`src/assert_macros.svh`:
```
// ----------------------------------------------------------------------------
// assert_macros.svh
// Assertion macros shared by the watchdog RTL. They compile to nothing when
// SYNTHESIS is defined.
// ----------------------------------------------------------------------------
`ifndef ASSERT_MACROS_SVH
`define ASSERT_MACROS_SVH
`ifndef SYNTHESIS
// clocked check, off while reset is low
`define HWE_ASSERT(lbl, clk, rst_n, prop) \
    lbl: assert property (@(posedge clk) disable iff (!rst_n) (prop)) \
        else $error("hwe assertion failed");
// clocked check, also active during reset
`define HWE_ASSERT_NR(lbl, clk, prop) \
    lbl: assert property (@(posedge clk) (prop)) \
        else $error("hwe assertion failed");
`else
`define HWE_ASSERT(lbl, clk, rst_n, prop)
`define HWE_ASSERT_NR(lbl, clk, prop)
`endif
`endif

```
`src/hwe_pkg.sv`:
```
// ----------------------------------------------------------------------------
// hwe_pkg
// Types, codes and constants of the health watchdog.
// ----------------------------------------------------------------------------
`default_nettype none

package hwe_pkg;

    localparam int SLOTS_DEF     = 64;
    localparam int TIME_BITS_DEF = 32;

    localparam int SLOT_W    = 6;
    localparam int CLASS_W   = 2;
    localparam int NOW_W     = 32;
    localparam int REG_W     = 32;
    localparam int CODE_W    = 64;
    localparam int CFG_IDX_W = 4;
    localparam int NUM_CLASS = 4;
    localparam int REG_COUNT = 2 * NUM_CLASS;

    localparam logic [REG_W-1:0] THR_RESET = REG_W'(30);
    localparam logic [REG_W-1:0] MAX_RESET = REG_W'(60);

    typedef enum logic [1:0] {
        ST_INVALID   = 2'd0,
        ST_VALID     = 2'd1,
        ST_THRESHOLD = 2'd2,
        ST_ALARMING  = 2'd3
    } t_unit_state;

    typedef enum logic [1:0] {
        TR_NONE      = 2'd0,
        TR_HEALTHY   = 2'd1,
        TR_THRESHOLD = 2'd2,
        TR_BAD       = 2'd3
    } t_trans;

    typedef enum logic [1:0] {
        EV_NONE      = 2'd0,
        EV_ALARM     = 2'd1,
        EV_THRESHOLD = 2'd2,
        EV_VALID     = 2'd3
    } t_event;

    typedef enum logic [CLASS_W-1:0] {
        CLS_PARTITION = 2'd0,
        CLS_NODE      = 2'd1,
        CLS_LEADER    = 2'd2,
        CLS_FAILOVER  = 2'd3
    } t_unit_class;

    // per-slot outcome of one request
    typedef struct packed {
        t_trans trans;
        logic   notify;
        logic   palarm;
        logic   thr_seen;
    } t_slot_res;

    // sweep summary, nonzero only on a sweep end
    typedef struct packed {
        logic              done;
        t_event            ev;
        logic              healthy;
        logic [CODE_W-1:0] bad;
        logic [CODE_W-1:0] still;
    } t_sweep_out;

endpackage

`default_nettype wire

```
`src/hwe_slot_upd.sv`:
```
// ----------------------------------------------------------------------------
// hwe_slot_upd
// Modify step of the slot read-modify-write: state move, notice and re-alarm.
// ----------------------------------------------------------------------------
`default_nettype none

module hwe_slot_upd
    import hwe_pkg::*;
#(
    parameter int TIME_BITS = TIME_BITS_DEF
) (
    input  wire logic [2+3*TIME_BITS-1:0] i_entry,
    input  wire logic [REG_W-1:0]         i_thr,
    input  wire logic [REG_W-1:0]         i_max,
    input  wire logic                     i_is_valid,
    input  wire logic [CLASS_W-1:0]       i_class,
    input  wire logic [TIME_BITS-1:0]     i_now,
    output logic      [2+3*TIME_BITS-1:0] o_entry,
    output t_slot_res                     o_res
);

    localparam int CW = (TIME_BITS > REG_W) ? TIME_BITS : REG_W;

    t_unit_state            prev;
    t_unit_state            st;
    logic [TIME_BITS-1:0]   lv, ln, la;
    logic [TIME_BITS-1:0]   n_lv, n_ln, n_la;
    logic [TIME_BITS-1:0]   d_valid, d_notice, d_alarm;
    logic [CW-1:0]          thr_e, max_e;
    t_trans                 trans;
    logic                   notify, palarm;

    assign prev = t_unit_state'(i_entry[3*TIME_BITS +: 2]);
    assign lv   = i_entry[2*TIME_BITS +: TIME_BITS];
    assign ln   = i_entry[TIME_BITS +: TIME_BITS];
    assign la   = i_entry[0 +: TIME_BITS];

    assign thr_e    = CW'(i_thr);
    assign max_e    = CW'(i_max);
    assign d_valid  = i_now - lv;
    assign d_notice = i_now - ln;

    always_comb begin
        st     = prev;
        n_lv   = lv;
        n_ln   = ln;
        n_la   = la;
        trans  = TR_NONE;
        notify = 1'b0;
        palarm = 1'b0;

        if (i_is_valid) begin
            st   = ST_VALID;
            n_lv = i_now;
            if (prev == ST_ALARMING || prev == ST_THRESHOLD) begin
                trans = TR_HEALTHY;
            end
        end else if (prev != ST_ALARMING) begin
            priority if (CW'(d_valid) >= max_e) begin
                st    = ST_ALARMING;
                n_la  = i_now;
                trans = TR_BAD;
            end else if (CW'(d_valid) >= thr_e) begin
                if (prev != ST_THRESHOLD) begin
                    st    = ST_THRESHOLD;
                    trans = TR_THRESHOLD;
                end
            end else begin
                st = ST_INVALID;
            end
        end

        // re-alarm period counts from the alarm time just written
        d_alarm = i_now - n_la;

        if (st == ST_THRESHOLD || st == ST_ALARMING) begin
            if (CW'(d_notice) >= thr_e) begin
                notify = 1'b1;
                n_ln   = i_now;
            end
            if (st == ST_ALARMING && CW'(d_alarm) >= max_e) begin
                palarm = 1'b1;
                n_la   = i_now;
            end
        end
    end

    assign o_entry        = {st, n_lv, n_ln, n_la};
    assign o_res.trans    = trans;
    assign o_res.notify   = notify;
    assign o_res.palarm   = palarm;
    assign o_res.thr_seen = (trans == TR_THRESHOLD) && (i_class >= CLS_LEADER);

endmodule

`default_nettype wire

```
`config.mk`:
```
export PLATFORM = sky130hd
export DESIGN_NAME = hwe_slot_upd
export DESIGN_NICKNAME = d
export VERILOG_FILES = /design/src/assert_macros.svh /design/src/hwe_pkg.sv /design/src/hwe_slot_upd.sv
export SDC_FILE = /design/constraint.sdc
export NUM_CORES = 1
export LEC_CHECK = 0
export CORE_UTILIZATION = 30
export DETAILED_ROUTE_END_ITERATION = 10
export DONT_BUFFER_PORTS = 1
export PLACE_DENSITY = 0.51
export SLEW_MARGIN = 20
export SYNTH_ARGS = -nofsm -noshare
export SYNTH_HDL_FRONTEND = slang
export SYNTH_SLANG_ARGS = --single-unit
```
`constraint.sdc`:
```
create_clock -name vclk -period 10.86
set_input_delay 0.543 -clock vclk [all_inputs]
set_output_delay 0.543 -clock vclk [all_outputs]
set_load 0.01 [all_outputs]
```
==> impl_metrics.json <==
{
  "synth_area_mm2": 0.00908,
  "fin_cells": 1595,
  "crit_fanout": 32,
  "areaGrowthSynthToFinish_pct": 5.27,
  "gp_congestion": 0.885,
  "nets": 1629,
  "synth.largest_area_cell": "ha_1",
  "max_stage_delay_ns": 0.43,
  "grt_usage": 0.185,
  "drv_slew": 0,
  "max-cap-violations": 0,
  "vdd_drop_max_mv": 0.0334,
  "slowest_stage": "fa_1",
  "synth_fp_nets": 1646,
  "holdBufCountCts": 0,
  "startpoint_type": "input port",
  "dr_total_vias": 8548,
  "first_pass_iters": 5,
  "final_antenna_net_count": 0,
  "ios": 300,
  "status": "finished, final reports clean",
  "rows": 63,
  "die_height_um": 176,
  "yosys.area_share.simple": 0.147,
  "viasPerCell": 5.36,
  "diodes": 0,
  "final_cell_area_mm2": 0.00956,
  "required_ns": 10.32,
  "start_util": 0.305,
  "seqCellArea_um2": 0,
  "dp_hpwl_um": 26600,
  "synth.top_cell.area_share": 0.306,
  "layout_commonest_cell": "ha_1",
  "grt_pass1_vias": 8128,
  "min_period_over_period": 0.921,
  "path_common_cell": "a21oi_1",
  "slew_headroom": 0.262,
  "wl_per_cell_um": 18.9,
  "min_period_ns": 10.0,
  "yosys.area_share.adder": 0.313,
  "synth_top_family_by_area": "adder cells",
  "synthMuxAreaShare": 0.117,
  "drive_gt1_frac": 0.0805,
  "cp.arrival_ns": 9.45,
  "grt_max_degree": 70,
  "hold_class": "input port to output port",
  "ys_seq_area_frac": 0,
  "core_area_mm2": 0.0297,
  "max_freq_mhz": 100,
  "yosysUniqueCellTypes": 69,
  "grt_pass1_wl_um": 44200,
  "post_dp_cell_area_mm2": 0.00952,
  "die_x_um": 176,
  "worstSetupPathType": "input port to output port",
  "seq_cell_count": 0,
  "netlist_instances": 1224,
  "yosysWarnings": 0,
  "synth_area_leaders": "ha_1 (31%), mux2_2 (8.3%), inv_1 (6.2%)",
  "final_cell_mix": "ha_1 (222), inv_1 (149), a21oi_1 (103)",
  "antenna_found_initial": 0,
  "setup_violations": 0,
  "synth_compound_area_frac": 0.269,
  "drt-total-wl_um": 30200,
  "worst_pin_slew_ns": 1.10,
  "rsz0062_at_grt": "false",
  "clkbuf_count": 0,
  "power_leakage_uw": 0.00480,
  "fin_ws_ns": 0.863,
  "yosys.area_share.xor_xnor": 0.0791,
  "drtIter0Drc": 461,
  "port_buffers": 0,
  "place_ws_ns": 0.243,
  "syn_avg_cell_area_um2": 7.42,
  "grt_overflow": 0,
  "dp_cells": 1594,
  "worst_setup_path_end_kind": "output port",
  "drc": 0,
  "power_density_mw_per_mm2": 86.0,
  "die_area_mm2": 0.0310,
  "hold_viol": 0,
  "setup_tns_ns": 0
}
## final cells by class
| cell class | instances | area [um2] |
|---|---|---|
| Multi-Input combinational cell | 1050 | 8440 |
| Inverter | 149 | 559 |
| Fill cell | 3190 | 20200 |
| Tap cell | 390 | 488 |
| Timing Repair Buffer | 6 | 70.1 |
## path summary, 6_finish.rpt
kind  depth (start not counted)    endpoint  slack, ns  startpoint
max                          46  o_entry[3]       0.86    i_now[0]
min                           2    o_res[0]       1.18  i_class[1]
## layer usage
metal / GRT usage / wire length [um]
met4: 0.0159 / 310
met1: 0.262 / 15100
met5: 0 / 0
met2: 0.319 / 14000
met3: 0.00538 / 764
## kinds of logic (layout without fill, tap and decap cells)
family,after synthesis,in the layout
buf+inv,174,155
simple gates,271,271
xor+xnor,82,82
mux,98,98
fa+ha+maj,225,225
compound gates,374,374
## cells in the mapped netlist (14+ instances only)
cell,number
a21o_1,73
a21oi_1,103
ha_1,222
inv_1,149
mux2_2,67
mux2i_1,31
nand2_1,83
nand2b_1,19
nand3_1,22
nand4_1,17
nor2_1,60
nor2b_1,19
o21a_1,14
o21ai_0,78
xnor2_1,52
xor2_1,30
## through the flow
| step | total power [uW] | hold slack (ns) | utilization |
|---|---|---|---|
| detailed placement | 815 | 1.18 | 0.320 |
| CTS | 821 | 1.18 | 0.320 |
| finish | 822 | 1.18 | 0.322 |
| global placement | 803 | 1.18 | 0.320 |
| global route | 926 | 1.19 | 0.322 |
| floorplan | 656 | 1.18 | - |
## worst max-delay path, delay by kind of cell
| family | cells | cell delay [ns] |
|---|---|---|
| buffers and inverters | 6 | 0.78 |
| xor gates and xnor gates | 2 | 0.34 |
| and+or+nand+nor | 4 | 0.32 |
| adders and majority gates | 6 | 1.80 |
| AOI/OAI and AO/OA | 26 | 4.99 |
| muxes | 2 | 0.62 |
## power breakdown
group / switching [uW] / leakage (uW) / internal, uW
combinational: 455 / 0.00480 / 366
sequential: 0 / 0 / 0
clock: 0 / 0 / 0
total: 455 / 0.00480 / 366
## timing repair
action | CTS | global route
endpoints found under the setup margin | 0 | 33
buffers inserted | 0 | 1
gates resized for setup | 0 | 6
Note: power is estimated with default switching activity, not from simulation.
