**src/assert_macros.svh**
```systemverilog
// ----------------------------------------------------------------------------
// assert_macros.svh
// Assertion macros shared by the watchdog RTL. They compile to nothing when
// SYNTHESIS is defined.
// ----------------------------------------------------------------------------
`ifndef ASSERT_MACROS_SVH
`define ASSERT_MACROS_SVH
`ifndef SYNTHESIS
// clocked check, off while reset is low
`define HWE_ASSERT(lbl, clk, rst_n, prop) \
    lbl: assert property (@(posedge clk) disable iff (!rst_n) (prop)) \
        else $error("hwe assertion failed");
// clocked check, also active during reset
`define HWE_ASSERT_NR(lbl, clk, prop) \
    lbl: assert property (@(posedge clk) (prop)) \
        else $error("hwe assertion failed");
`else
`define HWE_ASSERT(lbl, clk, rst_n, prop)
`define HWE_ASSERT_NR(lbl, clk, prop)
`endif
`endif

```
**src/hwe_ram.sv**
```systemverilog
// ----------------------------------------------------------------------------
// hwe_ram
// Generic single-port-write, single-port-read RAM with registered read.
// ----------------------------------------------------------------------------
`default_nettype none

module hwe_ram #(
    parameter int WIDTH = 8,
    parameter int DEPTH = 16
) (
    input  wire logic                     i_clk,
    input  wire logic                     i_we,
    input  wire logic [$clog2(DEPTH)-1:0] i_waddr,
    input  wire logic [WIDTH-1:0]         i_wdata,
    input  wire logic                     i_re,
    input  wire logic [$clog2(DEPTH)-1:0] i_raddr,
    output logic      [WIDTH-1:0]         o_rdata
);

    logic [WIDTH-1:0] r_mem [DEPTH];
    logic [WIDTH-1:0] r_rdata;

    always_ff @(posedge i_clk) begin
        if (i_we) begin
            r_mem[i_waddr] <= i_wdata;
        end
        if (i_re) begin
            r_rdata <= r_mem[i_raddr];
        end
    end

    assign o_rdata = r_rdata;

endmodule

`default_nettype wire

```
**config.mk**
```make
export PLATFORM = sky130hd
export DESIGN_NAME = hwe_ram
export DESIGN_NICKNAME = d
export VERILOG_FILES = /design/src/assert_macros.svh /design/src/hwe_ram.sv
export SDC_FILE = /design/constraint.sdc
export NUM_CORES = 1
export LEC_CHECK = 0
export BUFFER_PORTS_ARGS = -buffer_cell sky130_fd_sc_hd__buf_2
export CAP_MARGIN = 20
export CELL_PAD_IN_SITES_DETAIL_PLACEMENT = 2
export CELL_PAD_IN_SITES_GLOBAL_PLACEMENT = 2
export CORE_MARGIN = 2
export CORE_UTILIZATION = 45
export DETAILED_ROUTE_END_ITERATION = 10
export PLACE_DENSITY = 0.75
export SLEW_MARGIN = 20
export SYNTH_ARGS = -nofsm -noshare
export SYNTH_HDL_FRONTEND = slang
export SYNTH_SLANG_ARGS = --single-unit
```
**constraint.sdc**
```tcl
create_clock -name i_clk -period 2 [get_ports i_clk]
set_clock_uncertainty 0.2 [all_clocks]
set_input_delay 0.1 -clock i_clk [delete_from_list [all_inputs] [get_ports i_clk]]
set_output_delay 0.1 -clock i_clk [all_outputs]
set_load 0.01 [all_outputs]
```
==> results, run 1 <==
- The run finished with clean final reports.
- For the pin with the worst max-slew slack, the measured transition is 0.365 ns.
- The tree is rooted in a clkbuf_16.
- Of the total power, the share spent switching nets is 21.3%.
- Timing analysis after detailed placement gives a worst setup slack of 0.0157 ns.
- The path class of the tightest hold or removal check is in -> reg.
- Including well taps, the total number of placed cells is 410.
- For this block, the initial DRC count from the detailed router was 155.
- The vertical die dimension is 112 um.
- The beginning of the worst register-to-register path is r_mem[10][6].
- Once the clock tree was built, the resizer swapped 0 gates to a different size.
- The global-route total usage across every layer is 22.1%.
- Using the TritonRoute via totals, the vias-per-cell ratio works out to 5.71.
- The synthesized area is 5230 um^2.
- The number of nets with antenna violations after routing is 0.
- The number of max-slew violations in the final report is 0.
- 0 antenna diodes ended up in the layout.
- The sequential share of power is 50.6%.
- The reg-to-reg setup timing slack is 0.18 ns.
- The clock tree synthesis step divided the H-tree into 4 levels.
- The highest-delay cell along the critical path is mux4_2.
- The net count after synthesis is 248.
- Entering global routing, the biggest net connects 33 pins.
- The detailed-route DRC error count is 0.
- The accumulated negative setup slack is 0 ns.
- The net switching power figure is 1.36 mW.
- The setup slack of the critical path after layout is 0.180 ns.
- Yosys mapped the design onto 18 distinct sky130hd cell types.
- From synthesis to final layout, the design area changed by 20.2%.
- After clock tree synthesis, the flow added hold-fix buffers numbering 9.
- Cell internal power was estimated by the tool at 5.04 mW.
- The total number of yosys warnings is 0.
- The number of cell rows is 39.
- The average instance in the mapped netlist occupies 22.8 um^2.
- After the last flow step, the layout net total stands at 314.
- The startpoint of the most critical hold path is i_waddr[1].
- Of the cells placed in the final design, the portion with a size suffix greater than 1 is 31.2%.
- By area, the combinational part of the netlist is dominated by multiplexers.
- In this run the count of I/O pins placed on the die edge is 27.
- For hold timing, the worst endpoint is r_mem[8][2].
- The post-route clock period utilization is 91.0%.
- The clock input transition at the sequential cells of the worst setup and hold paths is 0.06 ns.
- The worst ir drop on vdd is 0.000698 V.
- The overall die width is 112 um.
- The floorplan step defined a core boundary enclosing 11,400 um^2.
- For this run, the register share of the synthesized area comes to 78.1%.
- Setup violations remaining at the end of the flow were counted as 0.
- The multiplexer share of the synthesized area is 14.8%.
- After legalization and detailed placement, the total HPWL measured 8.66 mm.
- The highest clock frequency the design can meet is 0.549 GHz.
- Tracing the worst setup path back leads to its startpoint at r_mem[10][6].
- The TritonCTS clock tree is yes.
- In this run the static leakage power is 2.13 nW.
- The global-route wire length before repair is 19.0 mm.
- Counting cells, the worst reg-to-reg path comes to 3.
- The quantity of I/O buffers inserted on ports is 26.
- The first-pass iteration count of the detailed router is 4.
- The data arrival time of the critical path is 1.76 ns.
- At the later pin of the worst-skew pair, clock insertion delay measures 0.42 ns.
- Of the total synthesized cell area, the portion taken by AND, OR, NAND and NOR gates is 3.14%.
- STA classifies the critical path startpoint as a flop.
- The die footprint is 12,500 um^2.
- Synthesis produced a netlist whose cell count is 229.
- The area fraction in compound gates after synthesis is 2.30%.
- Of the total synthesized cell area, the portion taken by full adders, half adders and majority gates is 0%.
- The final standard cell count with taps included and fillers excluded is 451.
- At the worst endpoint, the required time is 1.94 ns.
- The maximum count of clock buffers along a single path is 2.
- The worst setup path is captured at a flop.
- Setup repair after global routing left no endpoint under its margin.
- For this design, the sink count on the clock tree is 136.
- The count of endpoints failing hold in the final timing report is 0.
- The initial antenna violation count came to 0.
- Counting I/O delays and the setup requirement, the final critical path takes 1.82 ns.
- The final RePlAce weighted congestion is 0.739.
- In this run the worst path has a maximum fanout of 1.
- Buffers added to address setup during post-CTS repair amount to 0.
- Together, buffers and inverters on the worst path number 0.
- TritonCTS created 17 clock buffers.
- The cell depth of the worst hold path is 3.
- The count of maximum capacitance violations is 0.
- The leftover overflow at the end of global routing is 0.
- The worst register-to-register path ends at o_rdata[6].
- The number of global-route vias before repair is 2,862.
- Traced cell by cell, the critical path runs through mux4_2 -> a22oi_1 -> nand2_1.
- The number of vias after detailed routing is 2,577.
- The share of the synthesized netlist area taken by xor and xnor gates is 0%.
- The total wire length after detailed routing is 12.7 mm.
- The effective utilization at floorplan is 46.0%.
- The final routed wire length divided by cell count is 28.1 um.
- The worst setup path is of the reg -> reg kind.
- Combinational cells account for 5.3% of the total power.
- In this design, the stage delay of the slowest critical-path cell is 0.48 ns.
- In this design, the largest share of critical-path delay is due to multiplexers.
- The number of synthesized register bits is 136.
- The power density over the cells is 1020 nW/um^2.
- The worst relative slew slack is 75.7%.
- The clock network fraction of total power is 44.1%.
## registers in the layout, summed over array words and instances, names as in the netlist
name	flops
o_rdata	8
r_mem	128
## cells by family (layout without fill, tap and decap cells)
family | Yosys count | in the layout
AOI/OAI and AO/OA | 16 | 16
buffers and inverters | 10 | 89
DFF | 136 | 136
muxes | 32 | 32
and+or+nand+nor | 35 | 35
## per-stage QoR
step | utilization, % | cell area [um^2] | power [mW] | hold WS, ns
finish | 55.2 | 6280 | 6.40 | 0.0721
floorplan | - | 5230 | 3.45 | -0.00113
detailed placement | 49.7 | 5650 | 3.63 | 0.305
global placement | 49.7 | 5650 | 3.60 | 0.289
CTS | 55.2 | 6280 | 6.46 | 0.0548
global route | 55.2 | 6280 | 6.60 | 0.0791
## cell usage after synthesis, drive strengths merged
cell / instances / area [um^2]
a22oi: 16 / 120
and2: 1 / 6.26
and2b: 1 / 7.51
buf: 7 / 56.3
clkdlybuf4s25: 3 / 30.0
edfxtp: 136 / 4080
mux4: 32 / 773
nand2: 9 / 33.8
nand2b: 2 / 12.5
nand3: 1 / 5.00
nand3b: 2 / 15.0
nor2: 13 / 48.8
nor2b: 1 / 6.26
nor3: 4 / 20.0
or3b: 1 / 8.76
## worst max-delay path by stage
| stage | to | slack [ns] | cells after the start |
|---|---|---|---|
| finish | o_rdata[6] | 0.18 | 3 |
| global placement | o_rdata[0] | 0.08 | 5 |
| global route | o_rdata[1] | 0.13 | 3 |
| CTS | o_rdata[6] | 0.15 | 3 |
| detailed placement | o_rdata[1] | 0.02 | 6 |
| floorplan | r_mem[0][0] | 0.21 | 2 |
## cells in the final DEF (no fill, tap or decap), drive strengths merged
cell type,count
nand3b,2
nor3,4
buf,48
or3b,1
edfxtp,136
clkbuf,17
a22oi,16
and2,1
clkinv,9
nand3,1
nand2,9
nand2b,2
mux4,32
dlygate4sd3,9
nor2,13
and2b,1
bufinv,1
nor2b,1
clkinvlp,5
## power groups by stage
stage          sequential [mW]  clock [mW]  combinational [mW]
3_3_place_gp              3.29           0               0.310
4_1_cts                   3.24        2.88               0.351
3_5_place_dp              3.29           0               0.335
6_report                  3.23        2.82               0.340
5_1_grt                   3.24        2.99               0.369
2_1_floorplan             3.29           0               0.162
## worst reg2reg max path, cell delays in order, from the launching register on
cell	delay (ns)
edfxtp_1	0.39
mux4_2	0.48
a22oi_1	0.32
nand2_1	0.15
## cell type report
cell class                 count  area, um^2
fill                         927        5090
clock inverter                15         113
timing repair buffer          57         423
sequential                   136        4080
clock buffer                  17         425
tap                          143         179
multi-input combinational     83        1060
## per-layer routing
layer	global-route usage, %	vias to the layer above	part of all wire, %
met3	4.03	17	4.2
met5	0	-	0
met4	9.47	0	1.8
li1	-	1120	-
met2	34.9	84	50
met1	30.6	1356	44
(Power assumes the default switching activity.)
==> run 2, diff against run 1 <==
- CELL_PAD_IN_SITES_DETAIL_PLACEMENT: 2 -> 0
- CELL_PAD_IN_SITES_GLOBAL_PLACEMENT: 2 -> 1
- CTS_BUF_LIST: unset -> sky130_fd_sc_hd__clkbuf_16
- PLACE_DENSITY: 0.75 -> 0.69
==> run 2 against run 1 <==
  * Global-route usage fell by 5.1 points
  * First-iteration DRC count rose by 23%
  * Non-clock buffer count rose by 5
  * Critical path depth did not move
  * Largest power group is now the clock network
  * Final area rose by 1.9%
==> results, run 2 (same netlist as run 1, synthesis figures left out) <==
- After detailed routing, the total wire length is 9.75 mm.
- The run finished with clean final reports.
- The register with the most flip-flops in the final layout is r_mem.
- In this run, the number of DRC markers left after iteration 0 of detailed routing was 191.
- The register with the most flip-flops in the layout has 128 of them.
- Including well taps, the total number of placed cells is 415.
- In this run the standard cell core region covers 11,400 um^2.
- In the routed layout, each cell is associated on average with a via count of 5.49.
- In this run the vertical extent of the chip is 112 um.
- The total clock sinks is 136.
- The number of global-route vias before repair came to 2,535.
- Once layout is complete, the cells apart from fillers number 456.
- The total of endpoints with negative setup slack in the final report is 0.
- The floorplan step set the die width to 112 um.
- The final RePlAce weighted congestion is 0.706.
- The number of nets with antenna violations after routing is 0.
- The clock input transition at the sequential cells of the worst setup and hold paths is 0.06 ns.
- For the finished layout, the period the worst path requires is 1.72 ns.
- The worst setup path is of the reg -> reg kind.
- The final routed wire length divided by cell count is 21.4 um.
- The first global-routing pass estimated 15.0 mm of wire.
- The global-route total usage across every layer is 17.0%.
- The detailed-route DRC error count is 0.
- Setup total negative slack on the finished layout was measured at 0 ns.
- The initial antenna violation count is 0.
- The tree is rooted in a clkbuf_16.
- In the final design database the tool counted 319 nets.
- The number of max-slew violations in the final report is 0.
- The count of maximum capacitance violations is 0.
- In the layout the commonest cells are edfxtp_1 (136), buf_2 (26), buf_4 (25).
- The die footprint is 12,500 um^2.
- The global-route met3 utilization is 5.23%.
- The quantity of I/O buffers inserted on ports is 26.
- Entering global routing, the biggest net connects 33 pins.
- The top-level I/O count is 27.
- The most heavily used metal layer in global routing is met2.
- The H-tree generated during clock tree synthesis spans 4 levels.
- The post-route clock period utilization is 85.9%.
- The leftover overflow at the end of global routing is 0.
- The worst hold path belongs to the class in -> reg.
- The layout-stage area growth over the synthesis result is 22.5%.
- The proportion of layout cells with a drive suffix above 1 is 32.6%.
- The final route contains 2,503 vias.
- For this design the ratio of total power to cell area is 1070 nW/um^2.
- The worst-case IR drop observed on VDD is 0.000503 V.
- The standby leakage power is 2.21 nW.
- After floorplanning, the core was divided into 39 placement rows.
- In this run the worst path has a maximum fanout of 1.
- The count of inserted antenna diode cells is 0.
- The number of clock buffers added by TritonCTS is 17.
- The worst relative slew slack is 73.9%.
- In the global route stage, met1 resource usage came out at 22.8%.
- For the worst-skew pair, the clock arrives at the later sink with an insertion delay of 0.42 ns.
- Static timing analysis puts the maximum clock frequency at 0.582 GHz.
- The TritonCTS clock tree is yes.
- The leading cell type in the layout, fill and taps excluded is edfxtp_1.
- The type of origin of the critical path is a flop.
- For this run, the detailed router's first-pass iteration total came to 4.
- Data arrives at the worst endpoint at 1.68 ns.
- The count of endpoints failing hold in the final timing report came to 0.
- Detailed placement finished with a half-perimeter wire length of 6.30 mm.
- Setup repair after global routing left no endpoint under its margin.
- The fraction of met2 tracks used by global routing is 26.9%.
- Post-CTS timing repair inserted 0 buffers for setup.
- For the pin with the worst max-slew slack, the measured transition is 0.392 ns.
- The endpoint type of the worst setup path is a flop.
- The required time of the critical path is 1.96 ns.
- The clock passes through at most 2 buffers.
- The completed layout was analyzed and its total power is 6.83 mW.
- The initial utilization of the core area, before any placement, comes to 46.0%.
## run 2: where the power goes
group | switching [mW] | internal, mW
combinational | 0.175 | 0.143
sequential | 0.0151 | 3.21
clock | 1.10 | 2.19
## run 2: layout make-up
class	count	area [um^2]
clock buffers	17	425
clock inverters	15	209
fillers	850	4970
multi-input cells	83	1060
flip-flops and latches	136	4080
well taps	143	179
repair buffers	62	448
## run 2: repair_timing
action                                  in CTS  in global routing
hold buffers                                 9                  0
hold endpoints to repair                   136                  0
resized for setup                            0                  0
endpoints found under the setup margin       0                  0
## run 2: critical path: stages (launching register included)
cell	delay, ns
edfxtp_1	0.36
mux4_1	0.50
a22oi_1	0.30
nand2_1	0.10
## run 2: routing by layer
metal  routed length [um]  up-vias
met3                  629       10
li1                     -     1132
met5                    0        -
met4                  128        0
met2                 4940       85
met1                 4050     1276
## run 2: path summary, 6_finish.rpt
| check | startpoint | slack [ns] | cells after the start | to |
|---|---|---|---|---|
| setup / recovery | r_mem[1][1] | 0.28 | 3 | o_rdata[1] |
| hold / removal | i_waddr[0] | 0.05 | 3 | r_mem[0][0] |
| setup reg to reg | r_mem[1][1] | 0.28 | 3 | o_rdata[1] |
| hold reg to reg | r_mem[15][7] | 0.55 | 3 | o_rdata[7] |
## run 2: stage by stage
step	util [%]	cell area, um^2	setup WS (ns)	hold WS, ns
6_report	56.3	6400	0.283	0.0483
5_1_grt	56.3	6400	0.195	0.0570
2_1_floorplan	-	5230	0.207	-0.00113
3_5_place_dp	49.9	5680	0.129	0.270
4_1_cts	56.3	6400	0.292	0.0333
3_3_place_gp	49.9	5680	0.150	0.271
