## config.mk

```make
export PLATFORM = sky130hd
export DESIGN_NAME = hwe_sweep
export DESIGN_NICKNAME = d
export VERILOG_FILES = /design/src/hwe_pkg.sv /design/src/hwe_sweep.sv
export VERILOG_INCLUDE_DIRS = /design/src /design/src/src
export SDC_FILE = /design/constraint.sdc
export NUM_CORES = 1
export LEC_CHECK = 0
export BUFFER_PORTS_ARGS = -buffer_cell sky130_fd_sc_hd__buf_2
export CAP_MARGIN = 5
export CORE_ASPECT_RATIO = 0.8
export CORE_MARGIN = 2
export CORE_UTILIZATION = 28
export CTS_CLUSTER_SIZE = 20
export DETAILED_ROUTE_END_ITERATION = 16
export GPL_TIMING_DRIVEN = 0
export HOLD_SLACK_MARGIN = 0.02
export PLACE_DENSITY = 0.6
export SYNTH_ARGS = -nofsm -noshare
export SYNTH_HDL_FRONTEND = slang
export SYNTH_SLANG_ARGS = --single-unit
```

## constraint.sdc

```tcl
create_clock -name i_clk -period 2.1 [get_ports i_clk]
set_input_delay 0.105 -clock i_clk [delete_from_list [all_inputs] [get_ports i_clk]]
set_output_delay 0.105 -clock i_clk [all_outputs]
set_load 0.02 [all_outputs]
```

## src/assert_macros.svh

```systemverilog
// ----------------------------------------------------------------------------
// assert_macros.svh
// Assertion macros shared by the watchdog RTL. They compile to nothing when
// SYNTHESIS is defined.
// ----------------------------------------------------------------------------
`ifndef ASSERT_MACROS_SVH
`define ASSERT_MACROS_SVH
`ifndef SYNTHESIS
// clocked check, off while reset is low
`define HWE_ASSERT(lbl, clk, rst_n, prop) \
    lbl: assert property (@(posedge clk) disable iff (!rst_n) (prop)) \
        else $error("hwe assertion failed");
// clocked check, also active during reset
`define HWE_ASSERT_NR(lbl, clk, prop) \
    lbl: assert property (@(posedge clk) (prop)) \
        else $error("hwe assertion failed");
`else
`define HWE_ASSERT(lbl, clk, rst_n, prop)
`define HWE_ASSERT_NR(lbl, clk, prop)
`endif
`endif

```

## src/hwe_pkg.sv

```systemverilog
// ----------------------------------------------------------------------------
// hwe_pkg
// Types, codes and constants of the health watchdog.
// ----------------------------------------------------------------------------
`default_nettype none

package hwe_pkg;

    localparam int SLOTS_DEF     = 64;
    localparam int TIME_BITS_DEF = 32;

    localparam int SLOT_W    = 6;
    localparam int CLASS_W   = 2;
    localparam int NOW_W     = 32;
    localparam int REG_W     = 32;
    localparam int CODE_W    = 64;
    localparam int CFG_IDX_W = 4;
    localparam int NUM_CLASS = 4;
    localparam int REG_COUNT = 2 * NUM_CLASS;

    localparam logic [REG_W-1:0] THR_RESET = REG_W'(30);
    localparam logic [REG_W-1:0] MAX_RESET = REG_W'(60);

    typedef enum logic [1:0] {
        ST_INVALID   = 2'd0,
        ST_VALID     = 2'd1,
        ST_THRESHOLD = 2'd2,
        ST_ALARMING  = 2'd3
    } t_unit_state;

    typedef enum logic [1:0] {
        TR_NONE      = 2'd0,
        TR_HEALTHY   = 2'd1,
        TR_THRESHOLD = 2'd2,
        TR_BAD       = 2'd3
    } t_trans;

    typedef enum logic [1:0] {
        EV_NONE      = 2'd0,
        EV_ALARM     = 2'd1,
        EV_THRESHOLD = 2'd2,
        EV_VALID     = 2'd3
    } t_event;

    typedef enum logic [CLASS_W-1:0] {
        CLS_PARTITION = 2'd0,
        CLS_NODE      = 2'd1,
        CLS_LEADER    = 2'd2,
        CLS_FAILOVER  = 2'd3
    } t_unit_class;

    // per-slot outcome of one request
    typedef struct packed {
        t_trans trans;
        logic   notify;
        logic   palarm;
        logic   thr_seen;
    } t_slot_res;

    // sweep summary, nonzero only on a sweep end
    typedef struct packed {
        logic              done;
        t_event            ev;
        logic              healthy;
        logic [CODE_W-1:0] bad;
        logic [CODE_W-1:0] still;
    } t_sweep_out;

endpackage

`default_nettype wire

```

## src/hwe_sweep.sv

```systemverilog
// ----------------------------------------------------------------------------
// hwe_sweep
// Sweep accumulators and the global escalation flags.
// ----------------------------------------------------------------------------
`default_nettype none
`include "assert_macros.svh"

module hwe_sweep
    import hwe_pkg::*;
(
    input  wire logic              i_clk,
    input  wire logic              i_rst_n,
    input  wire logic              i_step,
    input  wire logic              i_active,
    input  wire logic              i_is_valid,
    input  wire logic [SLOT_W-1:0] i_slot,
    input  wire t_slot_res         i_res,
    input  wire logic              i_sweep_end,
    output t_sweep_out             o_sweep
);

    logic              r_healthy, n_healthy;
    logic [CODE_W-1:0] r_bad, n_bad;
    logic [CODE_W-1:0] r_still, n_still;
    logic              r_seen, n_seen;
    logic              r_alarmed, n_alarmed;
    logic              r_thr_flag, n_thr_flag;
    logic [CODE_W-1:0] bit_mask;
    t_event            ev;

    assign bit_mask = CODE_W'(1) << i_slot;

    always_comb begin
        n_healthy  = r_healthy & ~(i_active & ~i_is_valid);
        n_bad      = r_bad | ((i_active && i_res.trans == TR_BAD) ? bit_mask : '0);
        n_still    = r_still | ((i_active && i_res.palarm) ? bit_mask : '0);
        n_seen     = r_seen | (i_active & i_res.thr_seen);
        n_alarmed  = r_alarmed;
        n_thr_flag = r_thr_flag;
        ev         = EV_NONE;

        priority if (n_bad != '0 && !r_alarmed) begin
            n_alarmed = 1'b1;
            ev        = EV_ALARM;
        end else if (n_seen && !r_alarmed && !r_thr_flag) begin
            n_thr_flag = 1'b1;
            ev         = EV_THRESHOLD;
        end else if (n_healthy && (r_alarmed || r_thr_flag)) begin
            n_alarmed  = 1'b0;
            n_thr_flag = 1'b0;
            ev         = EV_VALID;
        end else begin
            ev = EV_NONE;
        end

        if (i_step && i_sweep_end) begin
            o_sweep.done    = 1'b1;
            o_sweep.ev      = ev;
            o_sweep.healthy = n_healthy;
            o_sweep.bad     = n_bad;
            o_sweep.still   = n_still;
        end else begin
            o_sweep = '0;
        end
    end

    always_ff @(posedge i_clk) begin
        if (!i_rst_n) begin
            r_healthy  <= 1'b1;
            r_bad      <= '0;
            r_still    <= '0;
            r_seen     <= 1'b0;
            r_alarmed  <= 1'b0;
            r_thr_flag <= 1'b0;
        end else if (i_step) begin
            if (i_sweep_end) begin
                r_healthy  <= 1'b1;
                r_bad      <= '0;
                r_still    <= '0;
                r_seen     <= 1'b0;
                r_alarmed  <= n_alarmed;
                r_thr_flag <= n_thr_flag;
            end else begin
                r_healthy <= n_healthy;
                r_bad     <= n_bad;
                r_still   <= n_still;
                r_seen    <= n_seen;
            end
        end
    end

    `HWE_ASSERT(a_sweep_clears, i_clk, i_rst_n, (i_step && i_sweep_end) |=> (r_healthy && r_bad == '0 && r_still == '0 && !r_seen))
    `HWE_ASSERT(a_alarm_has_code, i_clk, i_rst_n, (o_sweep.ev == EV_ALARM) |-> (o_sweep.bad != '0))
    `HWE_ASSERT_NR(a_valid_is_healthy, i_clk, (o_sweep.ev == EV_VALID) |-> o_sweep.healthy)

endmodule

`default_nettype wire

```

==> metrics.txt, run 1 <==
# TYPE chip_impl_metric gauge
chip_impl_metric{name="timing.final.hold_violations",unit=""} 0
chip_impl_metric{name="port_buffers",unit=""} 144
chip_impl_metric{name="multiInputGateArea",unit="mm2"} 0.003457
chip_impl_metric{name="min_period",unit="ps"} 2735
chip_impl_metric{name="clock_latency",unit="ps"} 430
chip_impl_metric{name="drv_cap",unit=""} 0
chip_impl_metric{name="first_pass_grt_wire_length",unit="mm"} 38.09
chip_impl_metric{name="initial_antenna_violation_count",unit=""} 0
chip_impl_metric{name="vias_per_cell",unit=""} 5.358
chip_impl_metric{name="vdd.ir_drop.worst",unit="uV"} 437.4
chip_impl_metric{name="fin_ws",unit="ps"} -635.4
chip_impl_metric{name="totalPowerFinal",unit="mW"} 6.142
chip_impl_metric{name="antenna_cells_inserted",unit=""} 0
chip_impl_metric{name="dp_hpwl",unit="mm"} 18.68
chip_impl_metric{name="p_r_area_growth_vs_syn",unit="%"} 36.23
chip_impl_metric{name="cp.arrival",unit="ps"} 2630
chip_impl_metric{name="critical_path_peak_fanout",unit=""} 4
chip_impl_metric{name="synth_register_bits",unit=""} 132
chip_impl_metric{name="synth-warning-count",unit=""} 0
chip_impl_metric{name="wire_per_inst",unit="um"} 19.42
chip_impl_info{name="rsz0062_at_grt",value="true"} 1
chip_impl_metric{name="slew_violations",unit=""} 0
chip_impl_metric{name="syn_nets",unit=""} 892
chip_impl_metric{name="route.vias.total",unit=""} 7164
chip_impl_metric{name="design.core.area",unit="mm2"} 0.02156
chip_impl_info{name="synth_top_flop_cell",value="sky130_fd_sc_hd__dfxtp_1"} 1
chip_impl_info{name="kind_of_start_point_of_the_critical_path",value="flip-flop"} 1
chip_impl_metric{name="post_synth_inst_count",unit=""} 875
chip_impl_metric{name="clock_pin_slew_reported_for_the_worst_setup_and_hold_paths_after_clock_tree_synthesis",unit="ps"} 60
chip_impl_info{name="worst_min_path_class",value="in2reg"} 1
chip_impl_metric{name="htree_levels",unit=""} 4
chip_impl_metric{name="max_slew.worst_pin.slew",unit="ps"} 940.9
chip_impl_metric{name="worst-endpoint-required",unit="ps"} 2000
chip_impl_metric{name="timing.max_slew.rel_slack",unit="%"} 36.93
chip_impl_metric{name="grt_max_degree",unit=""} 17
chip_impl_metric{name="seq_area",unit="mm2"} 0.002649
chip_impl_metric{name="num_io_pins",unit=""} 149
chip_impl_metric{name="clock.fmax",unit="MHz"} 365.6
chip_impl_metric{name="hold-worst-slack",unit="ps"} 169.8
chip_impl_metric{name="global_route.overflow_total",unit=""} 0
chip_impl_metric{name="cts_num_sinks",unit=""} 132
chip_impl_metric{name="timing.clock.skew",unit="ps"} 5.554
chip_impl_metric{name="gpl.final_weighted_congestion",unit=""} 0.9697
chip_impl_metric{name="pwr_density_cell",unit="mW/mm2"} 735.1
chip_impl_info{name="status",value="complete, but fails checks"} 1
chip_impl_metric{name="finish.net_count",unit=""} 1066
chip_impl_metric{name="detail_route.wirelength",unit="mm"} 25.96
chip_impl_info{name="violations_in_the_final_reports",value="setup timing"} 1
chip_impl_metric{name="clock_tree.buffer_depth",unit=""} 2
chip_impl_metric{name="initial_standard_cell_utilization_of_the_core",unit="%"} 28.45
chip_impl_metric{name="post-route-period-util",unit="%"} 130.3
chip_impl_info{name="cts_root_buffer",value="sky130_fd_sc_hd__clkbuf_16"} 1
chip_impl_metric{name="avgSynthCellArea",unit="um2"} 7.010
chip_impl_metric{name="detailedRoute.firstPassIterationCount",unit=""} 5
chip_impl_info{name="tritoncts",value="built"} 1
chip_impl_metric{name="post_synthesis_cell_area",unit="mm2"} 0.006133
chip_impl_metric{name="cts_inserted_buffers",unit=""} 17
chip_impl_metric{name="vias_in_the_first_global_route",unit=""} 6395
chip_impl_metric{name="grt_use_total",unit="%"} 21.91
chip_impl_metric{name="number_of_design_rule_violations_left_by_the_first_detailed_router_iteration",unit=""} 755
chip_impl_metric{name="synth_cell_types",unit=""} 47
chip_impl_metric{name="remaining_drc_errors",unit=""} 0
chip_impl_metric{name="drt.antenna.violating_nets",unit=""} 0
chip_impl_metric{name="rows",unit=""} 48
chip_impl_metric{name="leakage",unit="nW"} 3.413
chip_impl_metric{name="fillCellCount",unit=""} 2297
chip_impl_metric{name="report.final.setup_viol",unit=""} 24
chip_impl_metric{name="synth_edf_count",unit=""} 0
chip_impl_metric{name="final_layout_size_suffix_gt1_share",unit="%"} 26.08
chip_impl_metric{name="die_w",unit="um"} 169.5
chip_impl_info{name="critical_path.endpoint_type",value="output pin"} 1
chip_impl_metric{name="synth-async-reset-ratio",unit="%"} 0
chip_impl_metric{name="dieArea",unit="mm2"} 0.02311
chip_impl_metric{name="yosysSeqAreaShare",unit="%"} 43.08
chip_impl_metric{name="die_y",unit="um"} 136.4
chip_impl_info{name="critPathKind",value="reg2out"} 1
flip-flops by register name, indices dropped and copies added, names as in the netlist:
register	flops
r_alarmed	1
r_thr_flag	1
r_healthy	1
r_still	64
r_seen	1
r_bad	64
critical path: stages, from the launching register on:
cell and delay, ps:
sky130_fd_sc_hd__dfxtp_1 350, sky130_fd_sc_hd__nor4_4 280, sky130_fd_sc_hd__nand4_1 260, sky130_fd_sc_hd__nor4_2 210
sky130_fd_sc_hd__nand4_1 120, sky130_fd_sc_hd__or4_4 480, sky130_fd_sc_hd__or2_4 270, sky130_fd_sc_hd__o22ai_4 90
sky130_fd_sc_hd__buf_6 130
Yosys cell counts (all sizes together) (2+ instances only):
cell type / number / area share (%)
and3b: 3 / 0.43
nor3: 10 / 0.82
nor2: 264 / 16
o31ai: 2 / 0.24
a21boi: 2 / 0.24
nand4: 7 / 0.71
nor2b: 4 / 0.41
o21a: 3 / 0.37
nand3: 7 / 0.57
nand2: 15 / 0.92
buf: 11 / 1.0
inv: 7 / 0.43
dfxtp: 132 / 43
and2: 10 / 1.1
a21oi: 252 / 21
clkbuf: 75 / 4.6
nor4: 18 / 1.8
nor3b: 4 / 0.49
o21ai: 6 / 0.49
o211ai: 5 / 0.61
and3: 6 / 0.61
xnor2: 2 / 0.29
a2111oi: 3 / 0.73
a31oi: 8 / 0.82
o2111ai: 2 / 0.29
nand2b: 2 / 0.20
or4: 2 / 0.31
cell families after synthesis:
| family | synth area share, % |
|---|---|
| DFF | 43.08 |
| xor gates and xnor gates | 0.2856 |
| buffers and inverters | 6.100 |
| and+or+nand+nor | 25.19 |
| AOI/OAI and AO/OA | 25.17 |
| muxes | 0.1632 |
cell usage in the layout (no fill, tap or decap), types with 6 or more instances in the layout:
cell,count
sky130_fd_sc_hd__nor2_1,254
sky130_fd_sc_hd__a21oi_1,252
sky130_fd_sc_hd__buf_2,144
sky130_fd_sc_hd__dfxtp_1,127
sky130_fd_sc_hd__clkbuf_1,41
sky130_fd_sc_hd__clkbuf_2,25
sky130_fd_sc_hd__clkbuf_16,17
sky130_fd_sc_hd__nand2_1,14
sky130_fd_sc_hd__buf_4,14
sky130_fd_sc_hd__nor4_1,10
sky130_fd_sc_hd__nor2_4,8
sky130_fd_sc_hd__inv_1,7
sky130_fd_sc_hd__nand4_1,7
sky130_fd_sc_hd__nor3_4,6
sky130_fd_sc_hd__and2_1,6
timing repair:
action	4_1_cts	5_1_grt
resized for setup	73	44
hold buffers	3	0
setup endpoints to repair	166	88
hold endpoints to repair	3	0
cloned	0	0
buffers inserted	4	5
pin swaps	7	9
routing by layer:
metal	part of all wire (%)	up-vias	track usage (%)	routed length, um
met4	1.8	0	6.220	473
li1	-	3342	-	-
met2	42	391	31.41	10920
met5	0	-	0	0
met3	10	38	6.434	2621
met1	46	3393	31.63	11940
area by class of cell:
class / count / share of cell area, %
plain buffers: 85 / 5.136
clock buffers: 17 / 5.091
clock inverters: 15 / 2.321
inverters: 8 / 0.3594
multi-input cells: 649 / 41.37
flip-flops and latches: 132 / 31.70
well taps: 275 / 4.118
repair buffers: 156 / 9.898
power by group:
part | switching (mW) | total, mW | internal [mW] | leakage [nW]
combinational | 0.349 | 0.468 | 0.119 | 2.05
clock | 1.26 | 3.16 | 1.90 | 0.299
sequential | 0.00488 | 2.51 | 2.51 | 1.07
total | 1.61 | 6.14 | 4.53 | 3.41
metrics by stage:
stage	setup WS, ps	util [%]	cell area, um2	instances	setup TNS, ps
floorplan	-128.6	-	6238	875	-214.1
global placement	-1082	33.87	7303	1294	-103060
detailed placement	-1019	33.90	7308	1294	-98680
CTS	-583.1	38.13	8222	1332	-6007
global route	-777.8	38.75	8356	1337	-6063
finish	-635.4	38.75	8356	1337	-4013
final timing paths:
| path | end | cells after the start | slack [ps] | startpoint |
|---|---|---|---|---|
| hold reg to reg | r_still[59] | 2 | 470 | r_still[59] |
| setup reg to reg | r_thr_flag | 7 | -140 | r_bad[37] |
| hold / removal | r_seen | 3 | 170 | i_step |
| setup / recovery | o_sweep[130] | 8 | -640 | r_bad[37] |
Note: power is estimated with default switching activity, not from simulation.
==> run 2: changes to the inputs <==
- CORE_UTILIZATION: 28 -> 45
- PLACE_DENSITY: 0.6 -> 0.83
==> metrics.txt, run 2 (synthesis gave the netlist of run 1 again) <==
# TYPE chip_impl_metric gauge
chip_impl_metric{name="dieArea",unit="mm2"} 0.01459
chip_impl_metric{name="totalPowerFinal",unit="mW"} 5.937
chip_impl_metric{name="min_period",unit="ps"} 2773
chip_impl_metric{name="grt_max_degree",unit=""} 17
chip_impl_info{name="reg.largest.list",value="r_bad (64), r_still (64)"} 1
chip_impl_metric{name="finish.net_count",unit=""} 1070
chip_impl_info{name="rsz0062_at_grt",value="true"} 1
chip_impl_metric{name="grt_use_total",unit="%"} 31.87
chip_impl_metric{name="cp.arrival",unit="ps"} 2670
chip_impl_metric{name="design.core.area",unit="mm2"} 0.01346
chip_impl_metric{name="p_r_area_growth_vs_syn",unit="%"} 33.72
chip_impl_info{name="layout.cells.most_common_list",value="sky130_fd_sc_hd__nor2_1 (253), sky130_fd_sc_hd__a21oi_1 (252), sky130_fd_sc_hd__buf_2 (146)"} 1
chip_impl_metric{name="detailedRoute.firstPassIterationCount",unit=""} 8
chip_impl_info{name="kind_of_start_point_of_the_critical_path",value="flip-flop"} 1
chip_impl_metric{name="pwr_density_cell",unit="mW/mm2"} 723.9
chip_impl_info{name="status",value="complete, but fails checks"} 1
chip_impl_metric{name="detail_route.wirelength",unit="mm"} 23.77
chip_impl_metric{name="dp.cells",unit=""} 1199
chip_impl_metric{name="clock_pin_slew_reported_for_the_worst_setup_and_hold_paths_after_clock_tree_synthesis",unit="ps"} 70
chip_impl_metric{name="route.vias.total",unit=""} 7355
chip_impl_metric{name="fillCellCount",unit=""} 1188
chip_impl_metric{name="fin_ws",unit="ps"} -673.4
chip_impl_metric{name="leakage",unit="nW"} 3.396
chip_impl_metric{name="final_layout_size_suffix_gt1_share",unit="%"} 26.01
chip_impl_metric{name="seq_area",unit="mm2"} 0.002646
chip_impl_metric{name="gpl.final_weighted_congestion",unit=""} 1.010
chip_impl_metric{name="post-route-period-util",unit="%"} 132.1
chip_impl_metric{name="vdd.ir_drop.worst",unit="uV"} 626.8
chip_impl_metric{name="hold-worst-slack",unit="ps"} 148.0
chip_impl_metric{name="timing.max_slew.rel_slack",unit="%"} 33.57
chip_impl_metric{name="first_pass_grt_wire_length",unit="mm"} 35.65
chip_impl_metric{name="initial_antenna_violation_count",unit=""} 0
chip_impl_metric{name="clock_tree.buffer_depth",unit=""} 2
chip_impl_metric{name="report.final.setup_viol",unit=""} 15
chip_impl_metric{name="vias_per_cell",unit=""} 5.903
chip_impl_metric{name="htree_levels",unit=""} 4
chip_impl_metric{name="post_layout_nonfiller_instances",unit=""} 1246
chip_impl_metric{name="num_io_pins",unit=""} 149
chip_impl_metric{name="timing.clock.skew",unit="ps"} 8.572
chip_impl_metric{name="multiInputGateArea",unit="mm2"} 0.003440
chip_impl_metric{name="initial_standard_cell_utilization_of_the_core",unit="%"} 45.58
chip_impl_info{name="critical_path.endpoint_type",value="output pin"} 1
chip_impl_metric{name="clock_latency",unit="ps"} 430
chip_impl_metric{name="clock.fmax",unit="MHz"} 360.6
chip_impl_metric{name="drt.antenna.violating_nets",unit=""} 0
chip_impl_info{name="worst_min_path_class",value="in2reg"} 1
chip_impl_metric{name="cts_num_sinks",unit=""} 132
chip_impl_metric{name="slew_violations",unit=""} 0
chip_impl_info{name="cts_root_buffer",value="sky130_fd_sc_hd__clkbuf_16"} 1
chip_impl_metric{name="drv_cap",unit=""} 0
chip_impl_metric{name="worst_setup_slack_post_dpl",unit="ps"} -967.0
chip_impl_metric{name="vias_in_the_first_global_route",unit=""} 6493
chip_impl_metric{name="remaining_drc_errors",unit=""} 0
chip_impl_metric{name="die_y",unit="um"} 108.4
chip_impl_metric{name="critical_path_peak_fanout",unit=""} 3
chip_impl_metric{name="cts_inserted_buffers",unit=""} 17
chip_impl_metric{name="rows",unit=""} 38
chip_impl_info{name="critPathKind",value="reg2out"} 1
chip_impl_info{name="tritoncts",value="built"} 1
chip_impl_metric{name="die_w",unit="um"} 134.5
chip_impl_metric{name="worst-endpoint-required",unit="ps"} 2000
chip_impl_metric{name="number_of_design_rule_violations_left_by_the_first_detailed_router_iteration",unit=""} 1195
chip_impl_metric{name="port_buffers",unit=""} 144
chip_impl_metric{name="global_route.overflow_total",unit=""} 0
chip_impl_metric{name="max_slew.worst_pin.slew",unit="ps"} 991.0
chip_impl_info{name="violations_in_the_final_reports",value="setup timing"} 1
chip_impl_metric{name="timing.final.hold_violations",unit=""} 0
chip_impl_info{name="mostFrequentLayoutCell",value="sky130_fd_sc_hd__nor2_1"} 1
chip_impl_metric{name="wire_per_inst",unit="um"} 19.08
chip_impl_metric{name="dp_hpwl",unit="mm"} 16.19
## run 2: changes by cell type in the layout (fill, tap and decap cells not counted), sizes merged
cell	change
diode	+1
clkinv	+3
inv	-4
clkinvlp	+1
clkbuf	+1
buf	+3
bufinv	-1
## run 2: worst max-delay path, stage by stage (launching register included)
cell and delay (ps):
sky130_fd_sc_hd__dfxtp_1 340, sky130_fd_sc_hd__nor4_2 370, sky130_fd_sc_hd__nand2_1 170, sky130_fd_sc_hd__nor2_2 190, sky130_fd_sc_hd__nand4_1 130, sky130_fd_sc_hd__or4_4 550, sky130_fd_sc_hd__or2_4 260, sky130_fd_sc_hd__o22ai_4 90
sky130_fd_sc_hd__buf_6 130
## run 2: power by group
part / switching [mW] / internal [mW] / total, mW
Combinational: 0.345 / 0.125 / 0.470
Clock: 1.20 / 1.75 / 2.95
Sequential: 0.00519 / 2.51 / 2.52
Total: 1.55 / 4.39 / 5.94
## run 2: path summary, 6_finish.rpt
| kind | startpoint | end | slack [ps] | cells after the start |
|---|---|---|---|---|
| setup reg to reg | r_bad[38] | r_thr_flag | -420 | 10 |
| hold reg to reg | r_seen | r_seen | 470 | 2 |
| hold / removal | i_step | r_seen | 150 | 3 |
| setup / recovery | r_bad[38] | o_sweep[130] | -670 | 8 |
## run 2: cell type report
cell class              count  share of cell area (%)
plain buffers              84                   4.989
repair buffers            161                   10.60
multi-input cells         649                   41.94
diodes                      1                 0.03051
clock inverters            14                   1.876
flip-flops and latches    132                   32.27
clock buffers              17                   5.187
well taps                 180                   2.746
inverters                   8                  0.3661
## run 2: stage by stage
stage / util [%] / cell area, um2 / setup TNS [ps]
after global routing: 60.94 / 8199 / -5659
final: 60.95 / 8202 / -4440
after floorplan: - / 6238 / -214.1
after detailed placement: 53.43 / 7189 / -70620
after CTS: 60.01 / 8074 / -2963
after global placement: 53.39 / 7184 / -72300
## run 2: repair_timing
action,CTS,global route
endpoints found under the setup margin,141,70
endpoints found under the hold margin,3,0
resized for setup,67,32
pin swaps,11,7
setup buffers,9,5
hold buffers,3,0
## run 2: per-layer routing
metal / part of all wire (%) / wire length [um] / track usage (%)
met5: 0 / 0 / 0
met3: 14 / 3258 / 9.142
met4: 3.3 / 773 / 11.73
met1: 40 / 9573 / 44.00
met2: 43 / 10170 / 47.41
==> run 3: changes to the inputs <==
- CORE_UTILIZATION: 45 -> 48
- PLACE_DENSITY: 0.83 -> 0.87
==> metrics.txt, run 3 (synthesis gave the netlist of run 1 again) <==
# TYPE chip_impl_metric gauge
chip_impl_info{name="status",value="complete, but fails checks"} 1
chip_impl_info{name="violations_in_the_final_reports",value="setup timing"} 1
chip_impl_metric{name="min_period",unit="ps"} 2780
chip_impl_metric{name="clock_pin_slew_reported_for_the_worst_setup_and_hold_paths_after_clock_tree_synthesis",unit="ps"} 60
chip_impl_metric{name="remaining_drc_errors",unit=""} 0
chip_impl_info{name="layout.cells.most_common_list",value="sky130_fd_sc_hd__nor2_1 (253), sky130_fd_sc_hd__a21oi_1 (252), sky130_fd_sc_hd__buf_2 (144)"} 1
chip_impl_metric{name="global_route.overflow_total",unit=""} 0
chip_impl_info{name="critical_path.endpoint_type",value="output pin"} 1
chip_impl_metric{name="timing.clock.skew",unit="ps"} 4.806
chip_impl_metric{name="detail_route.wirelength",unit="mm"} 24.05
chip_impl_info{name="tritoncts",value="built"} 1
chip_impl_metric{name="grt_max_degree",unit=""} 17
chip_impl_metric{name="design.core.area",unit="mm2"} 0.01234
chip_impl_metric{name="wire_per_inst",unit="um"} 19.41
chip_impl_info{name="rsz0062_at_grt",value="true"} 1
chip_impl_metric{name="clock.fmax",unit="MHz"} 359.6
chip_impl_metric{name="p_seq_share",unit="%"} 41.1
chip_impl_info{name="worst_min_path_class",value="in2reg"} 1
chip_impl_metric{name="final_util",unit="%"} 67.03
chip_impl_metric{name="cts_inserted_buffers",unit=""} 17
chip_impl_metric{name="timing.final.hold_violations",unit=""} 0
chip_impl_metric{name="p_r_area_growth_vs_syn",unit="%"} 34.88
chip_impl_metric{name="fin_ws",unit="ps"} -680.5
chip_impl_metric{name="final_layout_size_suffix_gt1_share",unit="%"} 25.84
chip_impl_metric{name="switching_share",unit="%"} 25.46
chip_impl_metric{name="power_frac_clock",unit="%"} 51.0
chip_impl_metric{name="p_sw",unit="mW"} 1.557
chip_impl_metric{name="leakage",unit="nW"} 3.432
chip_impl_metric{name="cp.arrival",unit="ps"} 2680
chip_impl_info{name="critical_path.slowest_cell",value="sky130_fd_sc_hd__or4_4"} 1
chip_impl_metric{name="slew_violations",unit=""} 0
chip_impl_metric{name="vdd.ir_drop.worst",unit="uV"} 665.8
chip_impl_metric{name="worst-endpoint-required",unit="ps"} 2000
chip_impl_metric{name="vias_per_cell",unit=""} 6.110
chip_impl_metric{name="drt.antenna.violating_nets",unit=""} 0
chip_impl_metric{name="timing.max_slew.rel_slack",unit="%"} 55.22
chip_impl_info{name="mostFrequentLayoutCell",value="sky130_fd_sc_hd__nor2_1"} 1
chip_impl_metric{name="dp_hpwl",unit="mm"} 16.22
chip_impl_metric{name="post-route-period-util",unit="%"} 132.4
chip_impl_metric{name="critical_path_peak_fanout",unit=""} 3
chip_impl_metric{name="initial_standard_cell_utilization_of_the_core",unit="%"} 49.70
chip_impl_metric{name="htree_levels",unit=""} 4
chip_impl_metric{name="antenna_cells_inserted",unit=""} 0
chip_impl_info{name="dominant_cell_type_by_count_on_the_critical_path",value="sky130_fd_sc_hd__nand4_1"} 1
chip_impl_metric{name="worst_setup_slack_post_dpl",unit="ps"} -1017
chip_impl_metric{name="first_pass_grt_wire_length",unit="mm"} 35.67
chip_impl_info{name="kind_of_start_point_of_the_critical_path",value="flip-flop"} 1
chip_impl_metric{name="die_y",unit="um"} 105.1
chip_impl_info{name="reg.largest.list",value="r_bad (64), r_still (64)"} 1
chip_impl_metric{name="dieArea",unit="mm2"} 0.01370
chip_impl_metric{name="clock_latency",unit="ps"} 430
chip_impl_metric{name="gpl.final_weighted_congestion",unit=""} 0.9749
chip_impl_metric{name="max_slew.worst_pin.slew",unit="ps"} 671.6
chip_impl_info{name="critPathKind",value="reg2out"} 1
chip_impl_metric{name="slowest_delay",unit="ps"} 460
chip_impl_info{name="cts_root_buffer",value="sky130_fd_sc_hd__clkbuf_16"} 1
chip_impl_info{name="path_cells",value="nor4_4, nand4_1, nor4_2, nand4_1, or4_4, or2_4, o22ai_4, buf_6"} 1
chip_impl_metric{name="vias_in_the_first_global_route",unit=""} 6733
chip_impl_metric{name="cts_num_sinks",unit=""} 132
chip_impl_metric{name="grt_use_total",unit="%"} 34.06
chip_impl_metric{name="cell_internal_pwr",unit="mW"} 4.557
chip_impl_metric{name="clock_tree.buffer_depth",unit=""} 2
chip_impl_metric{name="route.vias.total",unit=""} 7570
chip_impl_metric{name="pwr_density_cell",unit="mW/mm2"} 738.9
chip_impl_metric{name="port_buffers",unit=""} 144
chip_impl_metric{name="rows",unit=""} 36
chip_impl_metric{name="power_frac_comb",unit="%"} 7.8
chip_impl_metric{name="drv_cap",unit=""} 0
chip_impl_metric{name="initial_antenna_violation_count",unit=""} 0
chip_impl_metric{name="finish.net_count",unit=""} 1072
chip_impl_metric{name="detailedRoute.firstPassIterationCount",unit=""} 8
chip_impl_metric{name="die_w",unit="um"} 130.4
chip_impl_metric{name="num_io_pins",unit=""} 149
chip_impl_metric{name="report.final.setup_viol",unit=""} 14
chip_impl_metric{name="number_of_design_rule_violations_left_by_the_first_detailed_router_iteration",unit=""} 1170
[run 3: cell types whose count changed in the layout (fill, tap and decap cells not counted), moves of 2 or more]
| cell | change |
|---|---|
| sky130_fd_sc_hd__nor4_2 | -2 |
| sky130_fd_sc_hd__nor2_2 | -4 |
| sky130_fd_sc_hd__nor2_4 | +4 |
| sky130_fd_sc_hd__buf_4 | +3 |
| sky130_fd_sc_hd__clkbuf_1 | +2 |
| sky130_fd_sc_hd__buf_2 | -2 |
[run 3: final timing paths]
path | start | to | slack (ps) | cells past startpoint
setup / recovery | r_bad[49] | o_sweep[130] | -680 | 8
hold / removal | i_step | r_seen | 150 | 3
setup reg to reg | r_bad[49] | r_thr_flag | -350 | 9
hold reg to reg | r_still[47] | r_still[47] | 460 | 2
[run 3: layout make-up]
cell class                      count  area, um2
Fill cell                        1046       4069
Multi-Input combinational cell    649       3466
Sequential cell                   132       2650
Timing Repair Buffer              163      887.1
Clock buffer                       19      442.9
Buffer                             84      410.4
Tap cell                          171      214.0
Clock inverter                     13      172.7
Inverter                            8      30.03
[run 3: metal layers]
metal	GRT usage, %	part of all wire, %
met4	13.37	3.3
met1	47.22	39
met2	49.40	42
met5	0	0
met3	10.34	15
[run 3: what timing repair did]
action / CTS / global route
endpoints found under the hold margin: 4 / 0
setup buffers: 8 / 8
gates resized for setup: 65 / 39
endpoints found under the setup margin: 159 / 78
gates cloned: 0 / 0
pin swaps: 7 / 9
hold buffers: 3 / 0
[run 3: power groups by stage]
| stage | Clock [mW] | Combinational (mW) | Sequential [mW] |
|---|---|---|---|
| final | 3.12 | 0.479 | 2.51 |
| after global routing | 3.20 | 0.505 | 2.51 |
| after CTS | 3.09 | 0.434 | 2.52 |
| after detailed placement | 0 | 0.394 | 2.57 |
| after global placement | 0 | 0.391 | 2.57 |
| after floorplan | 0 | 0.263 | 2.57 |
[run 3: worst max-delay path, delay by kind of cell, from the launching register on]
kind	cells	cell delay (ps)
buf+inv	1	140
compound gates	1	120
flops	1	350
simple gates	6	1630
[run 3: through the flow]
| stage | hold slack, ps | cells | setup TNS (ps) | total power [mW] | cell area [um2] |
|---|---|---|---|---|---|
| 2_1_floorplan | 176.8 | 875 | -214.1 | 2.832 | 6238 |
| 3_3_place_gp | 335.1 | 1190 | -70290 | 2.961 | 7173 |
| 3_5_place_dp | 341.0 | 1190 | -70760 | 2.964 | 7178 |
| 4_1_cts | 96.99 | 1232 | -1361 | 6.042 | 8095 |
| 5_1_grt | 155.6 | 1239 | -3767 | 6.219 | 8273 |
| 6_report | 148.1 | 1239 | -2293 | 6.113 | 8273 |
